## config.mk

```make
export PLATFORM = sky130hd
export DESIGN_NAME = rarm_seq
export DESIGN_NICKNAME = d
export VERILOG_FILES = /design/src/rtl/core/rarm_pkg.sv /design/src/rtl/core/rarm_seq.sv
export SDC_FILE = /design/constraint.sdc
export NUM_CORES = 2
export LEC_CHECK = 0
export BUFFER_PORTS_ARGS = -buffer_cell sky130_fd_sc_hd__buf_2
export CAP_MARGIN = 20
export CORE_MARGIN = 2
export CORE_UTILIZATION = 47
export CTS_BUF_LIST = sky130_fd_sc_hd__clkbuf_16
export CTS_CLUSTER_DIAMETER = 120
export DETAILED_ROUTE_END_ITERATION = 6
export GPL_ROUTABILITY_DRIVEN = 1
export GPL_TIMING_DRIVEN = 0
export PLACE_DENSITY_LB_ADDON = 0.1
export RECOVER_POWER = 50
export SLEW_MARGIN = 40
export SYNTH_ARGS = -nofsm -noshare
export SYNTH_HDL_FRONTEND = slang
export SYNTH_SLANG_ARGS = --single-unit
```

## constraint.sdc

```tcl
create_clock -name clk -period 17 [get_ports clk]
set_clock_uncertainty 0.2 [all_clocks]
set_input_delay 0.85 -clock clk [delete_from_list [all_inputs] [get_ports clk]]
set_output_delay 0.85 -clock clk [all_outputs]
set_load 0.01 [all_outputs]
```

## src/rtl/core/rarm_pkg.sv

```systemverilog
package rarm_pkg;

	localparam int LEAVES_DEF      = 1024;
	localparam int VALUE_WIDTH_DEF = 32;

	localparam logic MODE_ADD   = 1'b0;
	localparam logic MODE_QUERY = 1'b1;

	localparam logic signed [31:0] EMPTY_MAX = -32'sd1000000000;
	localparam logic signed [31:0] EMPTY_MIN = 32'sd1000000000;

endpackage

```

## src/rtl/core/rarm_seq.sv

```systemverilog
module rarm_seq #(
	parameter int LEAVES      = rarm_pkg::LEAVES_DEF,
	parameter int VALUE_WIDTH = rarm_pkg::VALUE_WIDTH_DEF,
	localparam int NODES = 4 * LEAVES,
	localparam int AW    = $clog2(NODES),
	localparam int VW    = VALUE_WIDTH,
	localparam int DW    = 3 * VW
) (
	input  logic                clk,
	input  logic                arst_n,
	input  logic                start,
	input  logic                in_mode,
	input  logic [10:0]         in_start,
	input  logic [10:0]         in_end,
	input  logic signed [15:0]  in_value,
	output logic                ready,
	input  logic                res_free,
	output logic                res_valid,
	output logic signed [31:0]  res_hi,
	output logic signed [31:0]  res_lo,
	output logic                ram_we,
	output logic [AW-1:0]       ram_addr,
	output logic [DW-1:0]       ram_wdata,
	input  logic [DW-1:0]       ram_rdata
);

	localparam int LW  = $clog2(LEAVES + 1);
	localparam int IW  = (LW > 11) ? LW : 11;
	localparam int CW  = (VW > 32) ? VW : 32;
	localparam int AXW = (VW > 16) ? VW : 16;
	localparam int SD  = $clog2(LEAVES) + 1;
	localparam int SPW = $clog2(SD + 1);
	localparam int SIW = $clog2(SD);

	localparam logic [3:0] ST_CLR  = 4'd0;
	localparam logic [3:0] ST_IDLE = 4'd1;
	localparam logic [3:0] ST_RD   = 4'd2;
	localparam logic [3:0] ST_CHK  = 4'd3;
	localparam logic [3:0] ST_C0RD = 4'd4;
	localparam logic [3:0] ST_C0WR = 4'd5;
	localparam logic [3:0] ST_C1RD = 4'd6;
	localparam logic [3:0] ST_C1WR = 4'd7;
	localparam logic [3:0] ST_DEC  = 4'd8;
	localparam logic [3:0] ST_RET  = 4'd9;

	logic [3:0]            state_q;
	logic [AW-1:0]         clr_q;
	logic                  mode_q;
	logic [IW-1:0]         s_q;
	logic [IW-1:0]         e_q;
	logic signed [VW-1:0]  x_q;
	logic [AW-1:0]         cur_k_q;
	logic [LW-1:0]         cur_l_q;
	logic [LW-1:0]         cur_r_q;
	logic signed [VW-1:0]  cmax_q;
	logic signed [VW-1:0]  cmin_q;
	logic signed [VW-1:0]  p_q;
	logic signed [CW-1:0]  res_hi_q;
	logic signed [CW-1:0]  res_lo_q;
	logic [SPW-1:0]        sp_q;

	logic [AW-1:0]         stk_k_q   [SD];
	logic [LW-1:0]         stk_l_q   [SD];
	logic [LW-1:0]         stk_r_q   [SD];
	logic                  stk_ph_q  [SD];
	logic signed [CW-1:0]  stk_ahi_q [SD];
	logic signed [CW-1:0]  stk_alo_q [SD];

	logic signed [VW-1:0]  d_max, d_min, d_p;
	logic [LW:0]           cur_sum, top_sum;
	logic [LW-1:0]         cur_mid, top_mid;
	logic [IW-1:0]         l_x, r_x;
	logic                  disjoint, full, internal;
	logic [SPW-1:0]        top_p;
	logic [SIW-1:0]        top_i, push_i;
	logic signed [CW-1:0]  cmb_hi, cmb_lo;
	logic [AW-1:0]         child0;

	assign d_max    = ram_rdata[VW-1:0];
	assign d_min    = ram_rdata[2*VW-1:VW];
	assign d_p      = ram_rdata[DW-1:2*VW];
	assign cur_sum  = {1'b0, cur_l_q} + {1'b0, cur_r_q};
	assign cur_mid  = cur_sum[LW:1];
	assign l_x      = IW'(cur_l_q);
	assign r_x      = IW'(cur_r_q);
	assign disjoint = (r_x <= s_q) || (e_q <= l_x);
	assign full     = (s_q <= l_x) && (r_x <= e_q);
	assign internal = (cur_r_q - cur_l_q) > LW'(1);
	assign child0   = {cur_k_q[AW-2:0], 1'b0};
	assign top_p    = sp_q - SPW'(1);
	assign top_i    = top_p[SIW-1:0];
	assign push_i   = sp_q[SIW-1:0];
	assign top_sum  = {1'b0, stk_l_q[top_i]} + {1'b0, stk_r_q[top_i]};
	assign top_mid  = top_sum[LW:1];
	assign cmb_hi   = (stk_ahi_q[top_i] > res_hi_q) ? stk_ahi_q[top_i] : res_hi_q;
	assign cmb_lo   = (stk_alo_q[top_i] < res_lo_q) ? stk_alo_q[top_i] : res_lo_q;

	assign ready     = (state_q == ST_IDLE);
	assign res_hi    = res_hi_q[31:0];
	assign res_lo    = res_lo_q[31:0];
	assign res_valid = (state_q == ST_RET) && (sp_q == '0)
		&& (mode_q == rarm_pkg::MODE_QUERY) && res_free;

	always_comb begin
		ram_we    = 1'b0;
		ram_addr  = cur_k_q;
		ram_wdata = '0;
		unique case (state_q)
			ST_CLR: begin
				ram_we   = 1'b1;
				ram_addr = clr_q;
			end
			ST_CHK: begin
				// apply the pending add to this node, clear it
				ram_we    = 1'b1;
				ram_wdata = {VW'(0), VW'(d_min + d_p), VW'(d_max + d_p)};
			end
			ST_C0RD: ram_addr = child0;
			ST_C0WR: begin
				ram_we    = 1'b1;
				ram_addr  = child0;
				ram_wdata = {VW'(d_p + p_q), d_min, d_max};
			end
			ST_C1RD: ram_addr = child0 | AW'(1);
			ST_C1WR: begin
				ram_we    = 1'b1;
				ram_addr  = child0 | AW'(1);
				ram_wdata = {VW'(d_p + p_q), d_min, d_max};
			end
			ST_DEC: begin
				if (!disjoint && full && mode_q == rarm_pkg::MODE_ADD) begin
					ram_we    = 1'b1;
					ram_wdata = {x_q, cmin_q, cmax_q};
				end
			end
			ST_RET: begin
				if (sp_q != '0 && stk_ph_q[top_i] && mode_q == rarm_pkg::MODE_ADD) begin
					ram_we    = 1'b1;
					ram_addr  = stk_k_q[top_i];
					ram_wdata = {VW'(0), cmb_lo[VW-1:0], cmb_hi[VW-1:0]};
				end
			end
			default: ;
		endcase
	end

	always_ff @(posedge clk or negedge arst_n) begin
		if (!arst_n) begin
			state_q <= ST_CLR;
			clr_q   <= '0;
			sp_q    <= '0;
		end else begin
			unique case (state_q)
				ST_CLR: begin
					clr_q <= clr_q + AW'(1);
					if (clr_q == AW'(NODES - 1)) begin
						state_q <= ST_IDLE;
					end
				end
				ST_IDLE: begin
					if (start) begin
						sp_q    <= '0;
						state_q <= ST_RD;
					end
				end
				ST_RD:   state_q <= ST_CHK;
				ST_CHK:  state_q <= (d_p != '0 && internal) ? ST_C0RD : ST_DEC;
				ST_C0RD: state_q <= ST_C0WR;
				ST_C0WR: state_q <= ST_C1RD;
				ST_C1RD: state_q <= ST_C1WR;
				ST_C1WR: state_q <= ST_DEC;
				ST_DEC: begin
					if (disjoint || full) begin
						state_q <= ST_RET;
					end else begin
						sp_q    <= sp_q + SPW'(1);
						state_q <= ST_RD;
					end
				end
				ST_RET: begin
					if (sp_q == '0) begin
						if (mode_q == rarm_pkg::MODE_ADD || res_free) begin
							state_q <= ST_IDLE;
						end
					end else if (!stk_ph_q[top_i]) begin
						state_q <= ST_RD;
					end else begin
						sp_q <= top_p;
					end
				end
				default: state_q <= ST_IDLE;
			endcase
		end
	end

	// datapath and frame stack, no reset needed
	always_ff @(posedge clk) begin
		case (state_q)
			ST_IDLE: begin
				mode_q  <= in_mode;
				s_q     <= IW'(in_start);
				e_q     <= IW'(in_end);
				x_q     <= VW'(AXW'(in_value));
				cur_k_q <= AW'(1);
				cur_l_q <= '0;
				cur_r_q <= LW'(LEAVES);
			end
			ST_CHK: begin
				cmax_q <= d_max + d_p;
				cmin_q <= d_min + d_p;
				p_q    <= d_p;
			end
			ST_DEC: begin
				if (disjoint) begin
					if (mode_q == rarm_pkg::MODE_ADD) begin
						res_hi_q <= CW'(cmax_q);
						res_lo_q <= CW'(cmin_q);
					end else begin
						res_hi_q <= CW'(rarm_pkg::EMPTY_MAX);
						res_lo_q <= CW'(rarm_pkg::EMPTY_MIN);
					end
				end else if (full) begin
					if (mode_q == rarm_pkg::MODE_ADD) begin
						res_hi_q <= CW'(VW'(cmax_q + x_q));
						res_lo_q <= CW'(VW'(cmin_q + x_q));
					end else begin
						res_hi_q <= CW'(cmax_q);
						res_lo_q <= CW'(cmin_q);
					end
				end else begin
					// descend left, remember this node
					stk_k_q[push_i]  <= cur_k_q;
					stk_l_q[push_i]  <= cur_l_q;
					stk_r_q[push_i]  <= cur_r_q;
					stk_ph_q[push_i] <= 1'b0;
					cur_k_q          <= child0;
					cur_r_q          <= cur_mid;
				end
			end
			ST_RET: begin
				if (sp_q != '0) begin
					if (!stk_ph_q[top_i]) begin
						stk_ph_q[top_i]  <= 1'b1;
						stk_ahi_q[top_i] <= res_hi_q;
						stk_alo_q[top_i] <= res_lo_q;
						cur_k_q          <= {stk_k_q[top_i][AW-2:0], 1'b1};
						cur_l_q          <= top_mid;
						cur_r_q          <= stk_r_q[top_i];
					end else begin
						res_hi_q <= cmb_hi;
						res_lo_q <= cmb_lo;
					end
				end
			end
			default: ;
		endcase
	end

endmodule

```

* Word-level counts from Yosys, hierarchy flattened
Memory sizes are Yosys's and may differ from the RTL's.
Cells that the tools add are included.
** Operators by class
- Add/subtract/negate cells :: 11
- Multiply operators :: 0
- Divide/modulo/power cells :: 0
- Magnitude comparators :: 7
- Eq/ne operators :: 22
- Shift operators :: 0
- Muxes and demuxes :: 61
- Bitwise operators :: 1
- Reductions and logical operators :: 30
** Operators by type and width (number)
- 32-bit two-way mux :: 14
- 96-bit one-hot mux with 4 select lines :: 1
- 32-bit one-hot mux with 2 select lines :: 2
- 32-bit adder :: 3
- 96-bit two-way mux :: 1
- 11-bit two-way mux :: 6
- 32-bit by 16-bit adder with 32-bit output :: 2
- 64-bit two-way mux :: 1
- 12-bit two-way mux :: 5
- 4-bit two-way mux :: 12
- 12-bit one-hot mux with 4 select lines :: 1
- 11-bit less-or-equal comparator :: 4
- 4-bit one-hot mux with 10 select lines :: 1
- 12-bit one-hot mux with 3 select lines :: 1
- 11-bit one-hot mux with 3 select lines :: 1
- 32-bit greater-than comparator :: 1
- 32-bit less-than comparator :: 1
- 32-bit nonzero test :: 1
- 11-bit by 11-bit adder with 12-bit output :: 2
- 11-bit one-hot mux with 2 select lines :: 1
- 4-bit by 3-bit equality test with 1-bit output, second input constant :: 4
- 2-bit inequality test, second input constant :: 7
- 12-bit by 1-bit adder with 12-bit output, second input constant :: 1
- 12-bit equality test, second input constant :: 1
- other kinds (27) :: 58
** Storage, ports and cells
- Register bits after elaboration :: 253
- Latch bits :: 0
- RAM bits :: 1089
- ROM bits :: 0
- Output and inout bits :: 175
- Word-level logic and storage cells :: 153
- Memories kept :: 6
** Memory list
- stk_ahi_q :: depth 11, bits a word 32, rd ports 1, clocked after Yosys merged registers in 0, write ports 1, line rarm_seq.sv:66 : logic signed [CW-1:0] stk_ahi_q [SD];
- stk_alo_q :: depth 11, bits a word 32, rd ports 1, clocked after Yosys merged registers in 0, write ports 1, line rarm_seq.sv:67 : logic signed [CW-1:0] stk_alo_q [SD];
- stk_k_q :: depth 11, bits a word 12, rd ports 1, clocked after Yosys merged registers in 0, write ports 1, line rarm_seq.sv:62 : logic [AW-1:0] stk_k_q [SD];
- stk_l_q :: depth 11, bits a word 11, rd ports 1, clocked after Yosys merged registers in 0, write ports 1, line rarm_seq.sv:63 : logic [LW-1:0] stk_l_q [SD];
- stk_r_q :: depth 11, bits a word 11, rd ports 1, clocked after Yosys merged registers in 0, write ports 1, line rarm_seq.sv:64 : logic [LW-1:0] stk_r_q [SD];
- stk_ph_q :: depth 11, bits a word 1, rd ports 1, clocked after Yosys merged registers in 0, write ports 1, line rarm_seq.sv:65 : logic stk_ph_q [SD];

* Depth between registers and ports, before layout
An unclocked memory read counts as a cell.
- Depth in word-level cells :: 8
- Mapped depth :: 26

* Least setup slack after synthesis
Ideal clock, no wire load.
- Path type :: register -> output
- Start :: reg sp_q[0], in the netlist push_i[0]
- End :: out ram_wdata[0]
- Data arrival time :: 5428 ps
- Data required time :: 15950 ps
- Setup slack :: 10522 ps
- Cell stages (with the launch flop) :: 26
- Path buffers :: 8
- Cell sequence :: dfrtp_1 > buf_4 > clkinv_1 > ha_1 > buf_4 > buf_2 > buf_2 > clkbuf_1 > clkbuf_1 > mux4_2 > nand2_1 > a31oi_1 > ha_1 > nor2b_1 > o21a_1 > o21ai_0 > nand2b_1 > a21oi_1 > o221ai_1 > a21oi_1 > mux2_2 > buf_2 > buf_2 > nor2_1 > a21oi_1 > o21ai_0
** On the way
- Longest elaborated chain between the ends :: 6
- Elaborated cells on any way between the ends :: 10
- Classes of those cells :: 1 x add/sub; 1 x order compare; 3 x mux; 3 x reduce/logical; 2 x memory
** RTL lines
- from (decl) :: line rarm_seq.sv:60 : logic [SPW-1:0] sp_q;
- from (signal assigned) :: line rarm_seq.sv:176 : sp_q <= sp_q + SPW'(1);
- from (signal assigned) :: line rarm_seq.sv:188 : sp_q <= top_p;
- 4-bit by 1-bit subtractor with 4-bit output :: line rarm_seq.sv:90 : assign top_p = sp_q - SPW'(1);
- memory read 11 x 32 bit / memory read 11 x 1 bit (equally long branches)
- 32-bit greater-than comparator / 1-bit logical AND (equally long branches) :: line rarm_seq.sv:95, rarm_seq.sv:137
- 32-bit two-way mux / 1-bit logical AND (equally long branches) :: line rarm_seq.sv:95, rarm_seq.sv:137
- 64-bit two-way mux * :: line rarm_seq.sv:137 : if (sp_q != '0 && stk_ph_q[top_i] && mode_q == rarm_pkg::MODE_ADD) begin
- 96-bit one-hot mux with 4 select lines * :: line rarm_seq.sv:108 : unique case (state_q)
- to (decl) :: line rarm_seq.sv:23 : output logic [DW-1:0] ram_wdata,
Mark *: on every way between the ends. The rest lies on a longest branch, timed or not.

* Worst setup path in the final report
- Start :: reg sp_q[0], in the netlist push_i[0]
- End :: out ram_wdata[22]
The elaborated chain is that of the path after synthesis.

==> results.yml <==
hold_path:
  hold_path.class: "in2reg"
  min_from: "in_mode"
power_and_ir_drop:
  leakagePower_nw: 27.1
  p_seq_share_pct: 29.1
  swShare_pct: 44.5
  clkPwrFrac_pct: 21.2
  p_comb_share_pct: 49.7
  switching_power_w: 0.00653
  power.density_mw_per_mm2: 193
  p_total_w: 0.0147
  max-vdd-ir-drop_v: 0.000126
  p_int_w: 0.00815
synth:
  yosysTopAreaCellShare_pct: 59.9
  ys_types: 84
  synth_ff_type: "edfxtp_1"
  yosys_warnings: 0
  syn_area_per_cell_um2: 13.6
  synth.area.top_cells: "edfxtp_1 (60%), mux4_2 (5.9%), ha_1 (5.7%), mux2i_1 (2.6%), a21oi_1 (2.4%)"
  syn_inst: 4879
  syn_area_mm2: 0.0663
  yosysTopAreaCell: "edfxtp_1"
  synth-edff-count: 1322
  synth_seq_area_share_pct: 60.6
  async_reset_ff_share_pct: 1.49
  ys_ff_latch: 1342
  synthesis.nets: 5326
die:
  dieArea_mm2: 0.144
  start_util_pct: 47.4
  die_h_um: 380
  core_area_mm2: 0.140
  die_w_um: 380
  row_count: 137
  ios: 314
detailed_routing:
  post-route-drc-count: 0
  postRouteAntennaNets: 0
  wl_per_cell_um: 30.2
  wirelength_um: 224000
  dr.first_iter.drc_count: 5607
  vias: 46346
  first_pass_iters: 7
  routed_via_density: 6.24
cts:
  clk_pin_slew_ps: 60
  h-tree-depth: 4
  clk_path_buf_depth: 3
  clk_latency_ps: 800
  cts_resized: 0
  cts_tree: "yes"
  cts_buffers: 148
  root_buffer: "clkbuf_16"
  clock-sinks: 1342
timing:
  worst_slack_ps: 6670
  setup_viol_count_final: 0
  max_freq_mhz: 96.8
  rsz0062_at_grt: "no"
  period_share_pct: 60.8
  final-hold-violation-count: 0
  slew_headroom_pct: -44.2
  setup_tns_ps: 0
  slew_violations: 131
  min_period_ps: 10330
  worstMarginPinSlew_ps: 2160
place:
  place_congestion: 0.962
  placed_cells: 7125
  portBuffers: 313
  hpwl_um: 166000
  dp_slack_ps: 7420
final_layout:
  fin_cells: 7427
  drive_gt1_share_pct: 15.1
  mostFrequentLayoutCells: "edfxtp_1 (1322), nand2_1 (369), a21oi_1 (321)"
  syn2layout_area_growth_pct: 14.9
  final_common_cell: "edfxtp_1"
  num-fill-cells: 11682
  fin_nets: 5886
global_route:
  grt_antenna_before_repair: 9
  grt_pass1_wl_um: 316000
  grt_overflow_total: 0
  grt_max_degree: 40
  grt_pass1_vias: 44401
  grt_usage_pct: 30.5
outcome:
  status: "complete, but fails checks"
  violations: "max-capacitance violations, max-slew violations"
worst_setup_path:
  r2r-start: "push_i[0]$_DFFE_PN0P_"
  crit_type: "reg2out"
  cp.required_ps: 15950
  end_kind: "output port"
  worstPathArrival_ps: 9280
  critPathLaunchType: "flop"
  crit_fanout: 10
  crit_start: "push_i[0]$_DFFE_PN0P_"
  timing.reg2reg.setup_slack_ps: 8360
flow_run:
  cap_violations: 4
timing repair:
item / 4_1_cts / 5_1_grt
hold buffers: 39 / 0
endpoints found under the hold margin: 58 / 0
buffers inserted: 0 / 0
flip-flops by register name, summed over array words and instances (netlist names), 11 cells and up:
signal and flops:
stk_l_q 121, e_q 11, clr_q 12, stk_r_q 121
cmin_q 32, stk_k_q 132, res_hi 32, cur_l_q 11
cur_k_q 12, p_q 32, stk_ahi_q 352, stk_alo_q 352
res_lo 32, x_q 16, cmax_q 32, cur_r_q 11
stk_ph_q 11, s_q 11
Yosys cell counts (20+ instances only):
library cell and count:
edfxtp_1 1322, nand2_1 369, a21oi_1 324, ha_1 300, nor2_1 300, o21ai_0 227
mux4_2 174, mux2i_1 170, clkbuf_1 166, inv_1 158, a21o_1 112, a31oi_1 110
xnor2_1 100, a211oi_1 90, xor2_1 72, nand3_1 58, a22o_1 50, o211ai_1 46
buf_2 41, nor3_1 40, o21a_1 39, mux2_2 37, nand4_1 35, and3_1 31
a311oi_1 30, nand2b_1 30, nor2b_1 30, buf_4 27, o21bai_1 27, or3_1 24
and2_1 23, o221a_2 21, dfrtp_1 20
final timing paths:
check                                          to  depth (start not counted)
hold reg to reg              clr_q[6]$_DFFE_PN0P_                          1
max in group asynchronous    clr_q[1]$_DFFE_PN0P_                          2
setup / recovery                    ram_wdata[22]                         23
setup reg to reg             res_hi[22]$_DFFE_PP_                         22
hold / removal                   mode_q$_DFFE_PP_                          1
min in group asynchronous  state_q[3]$_DFFE_PN0P_                          2
power by group through the flow:
stage	sequential, W	clock (W)	combinational (W)
after global placement	0.00436	0	0.00703
after CTS	0.00426	0.00315	0.00719
after floorplan	0.00420	0	0.00435
after detailed placement	0.00432	0	0.00714
after global routing	0.00429	0.00327	0.00773
final	0.00427	0.00311	0.00729
per-layer routing:
metal | up-vias | part of all wire [%] | routed length, um | global-route usage, %
met5 | - | 0.019 | 43 | 0
met4 | 8 | 3.1 | 6930 | 9.38
met3 | 342 | 9.5 | 21400 | 5.74
met2 | 2342 | 44 | 98700 | 45.8
met1 | 23412 | 43 | 97300 | 44.9
li1 | 20242 | - | - | -
stage by stage:
stage	util, %	hold WS [ps]	cell area, um^2
4_1_cts	54.7	26.9	76400
6_report	54.5	185	76200
5_1_grt	54.5	132	76200
3_5_place_dp	51.1	297	71300
2_1_floorplan	-	268	66300
3_3_place_gp	50.2	292	70200
cell families after synthesis:
kind of cell | share of synthesized area [%]
AND/OR/NAND/NOR | 6.67
AO/OA/AOI/OAI | 12.7
adder cells (fa/ha/maj) | 5.90
buffers and inverters | 2.60
multiplexers | 9.14
flip-flops | 60.6
XOR/XNOR | 2.30
critical path, cell delays in order (launching register included):
cell and delay (ps):
dfrtp_1 540, buf_4 290, clkinv_1 350, ha_1 330, buf_2 190, xnor2_1 690
clkbuf_1 630, clkbuf_1 570, clkbuf_1 520, nand2_1 120, a31oi_1 680, ha_1 260
nand4_1 110, nor2_1 170, nand4_1 180, nor3_1 580, nand2_1 110, nand2_1 80
mux2_2 250, buf_2 320, buf_2 390, mux2i_1 620, o211ai_1 270, buf_2 210
area by class of cell:
cell class              count  area, um^2  share of cell area, %
flip-flops and latches   1342       40200                   52.8
multi-input cells        3122       24500                   32.2
clock buffers             150        3750                   4.93
repair buffers            410        2710                   3.56
well taps                1876        2350                   3.08
plain buffers             253        1160                   1.52
clock inverters           109         890                   1.17
inverters                 162         608                  0.798
diodes                      3        7.51                0.00985
Power figures use the tool's default switching activity.
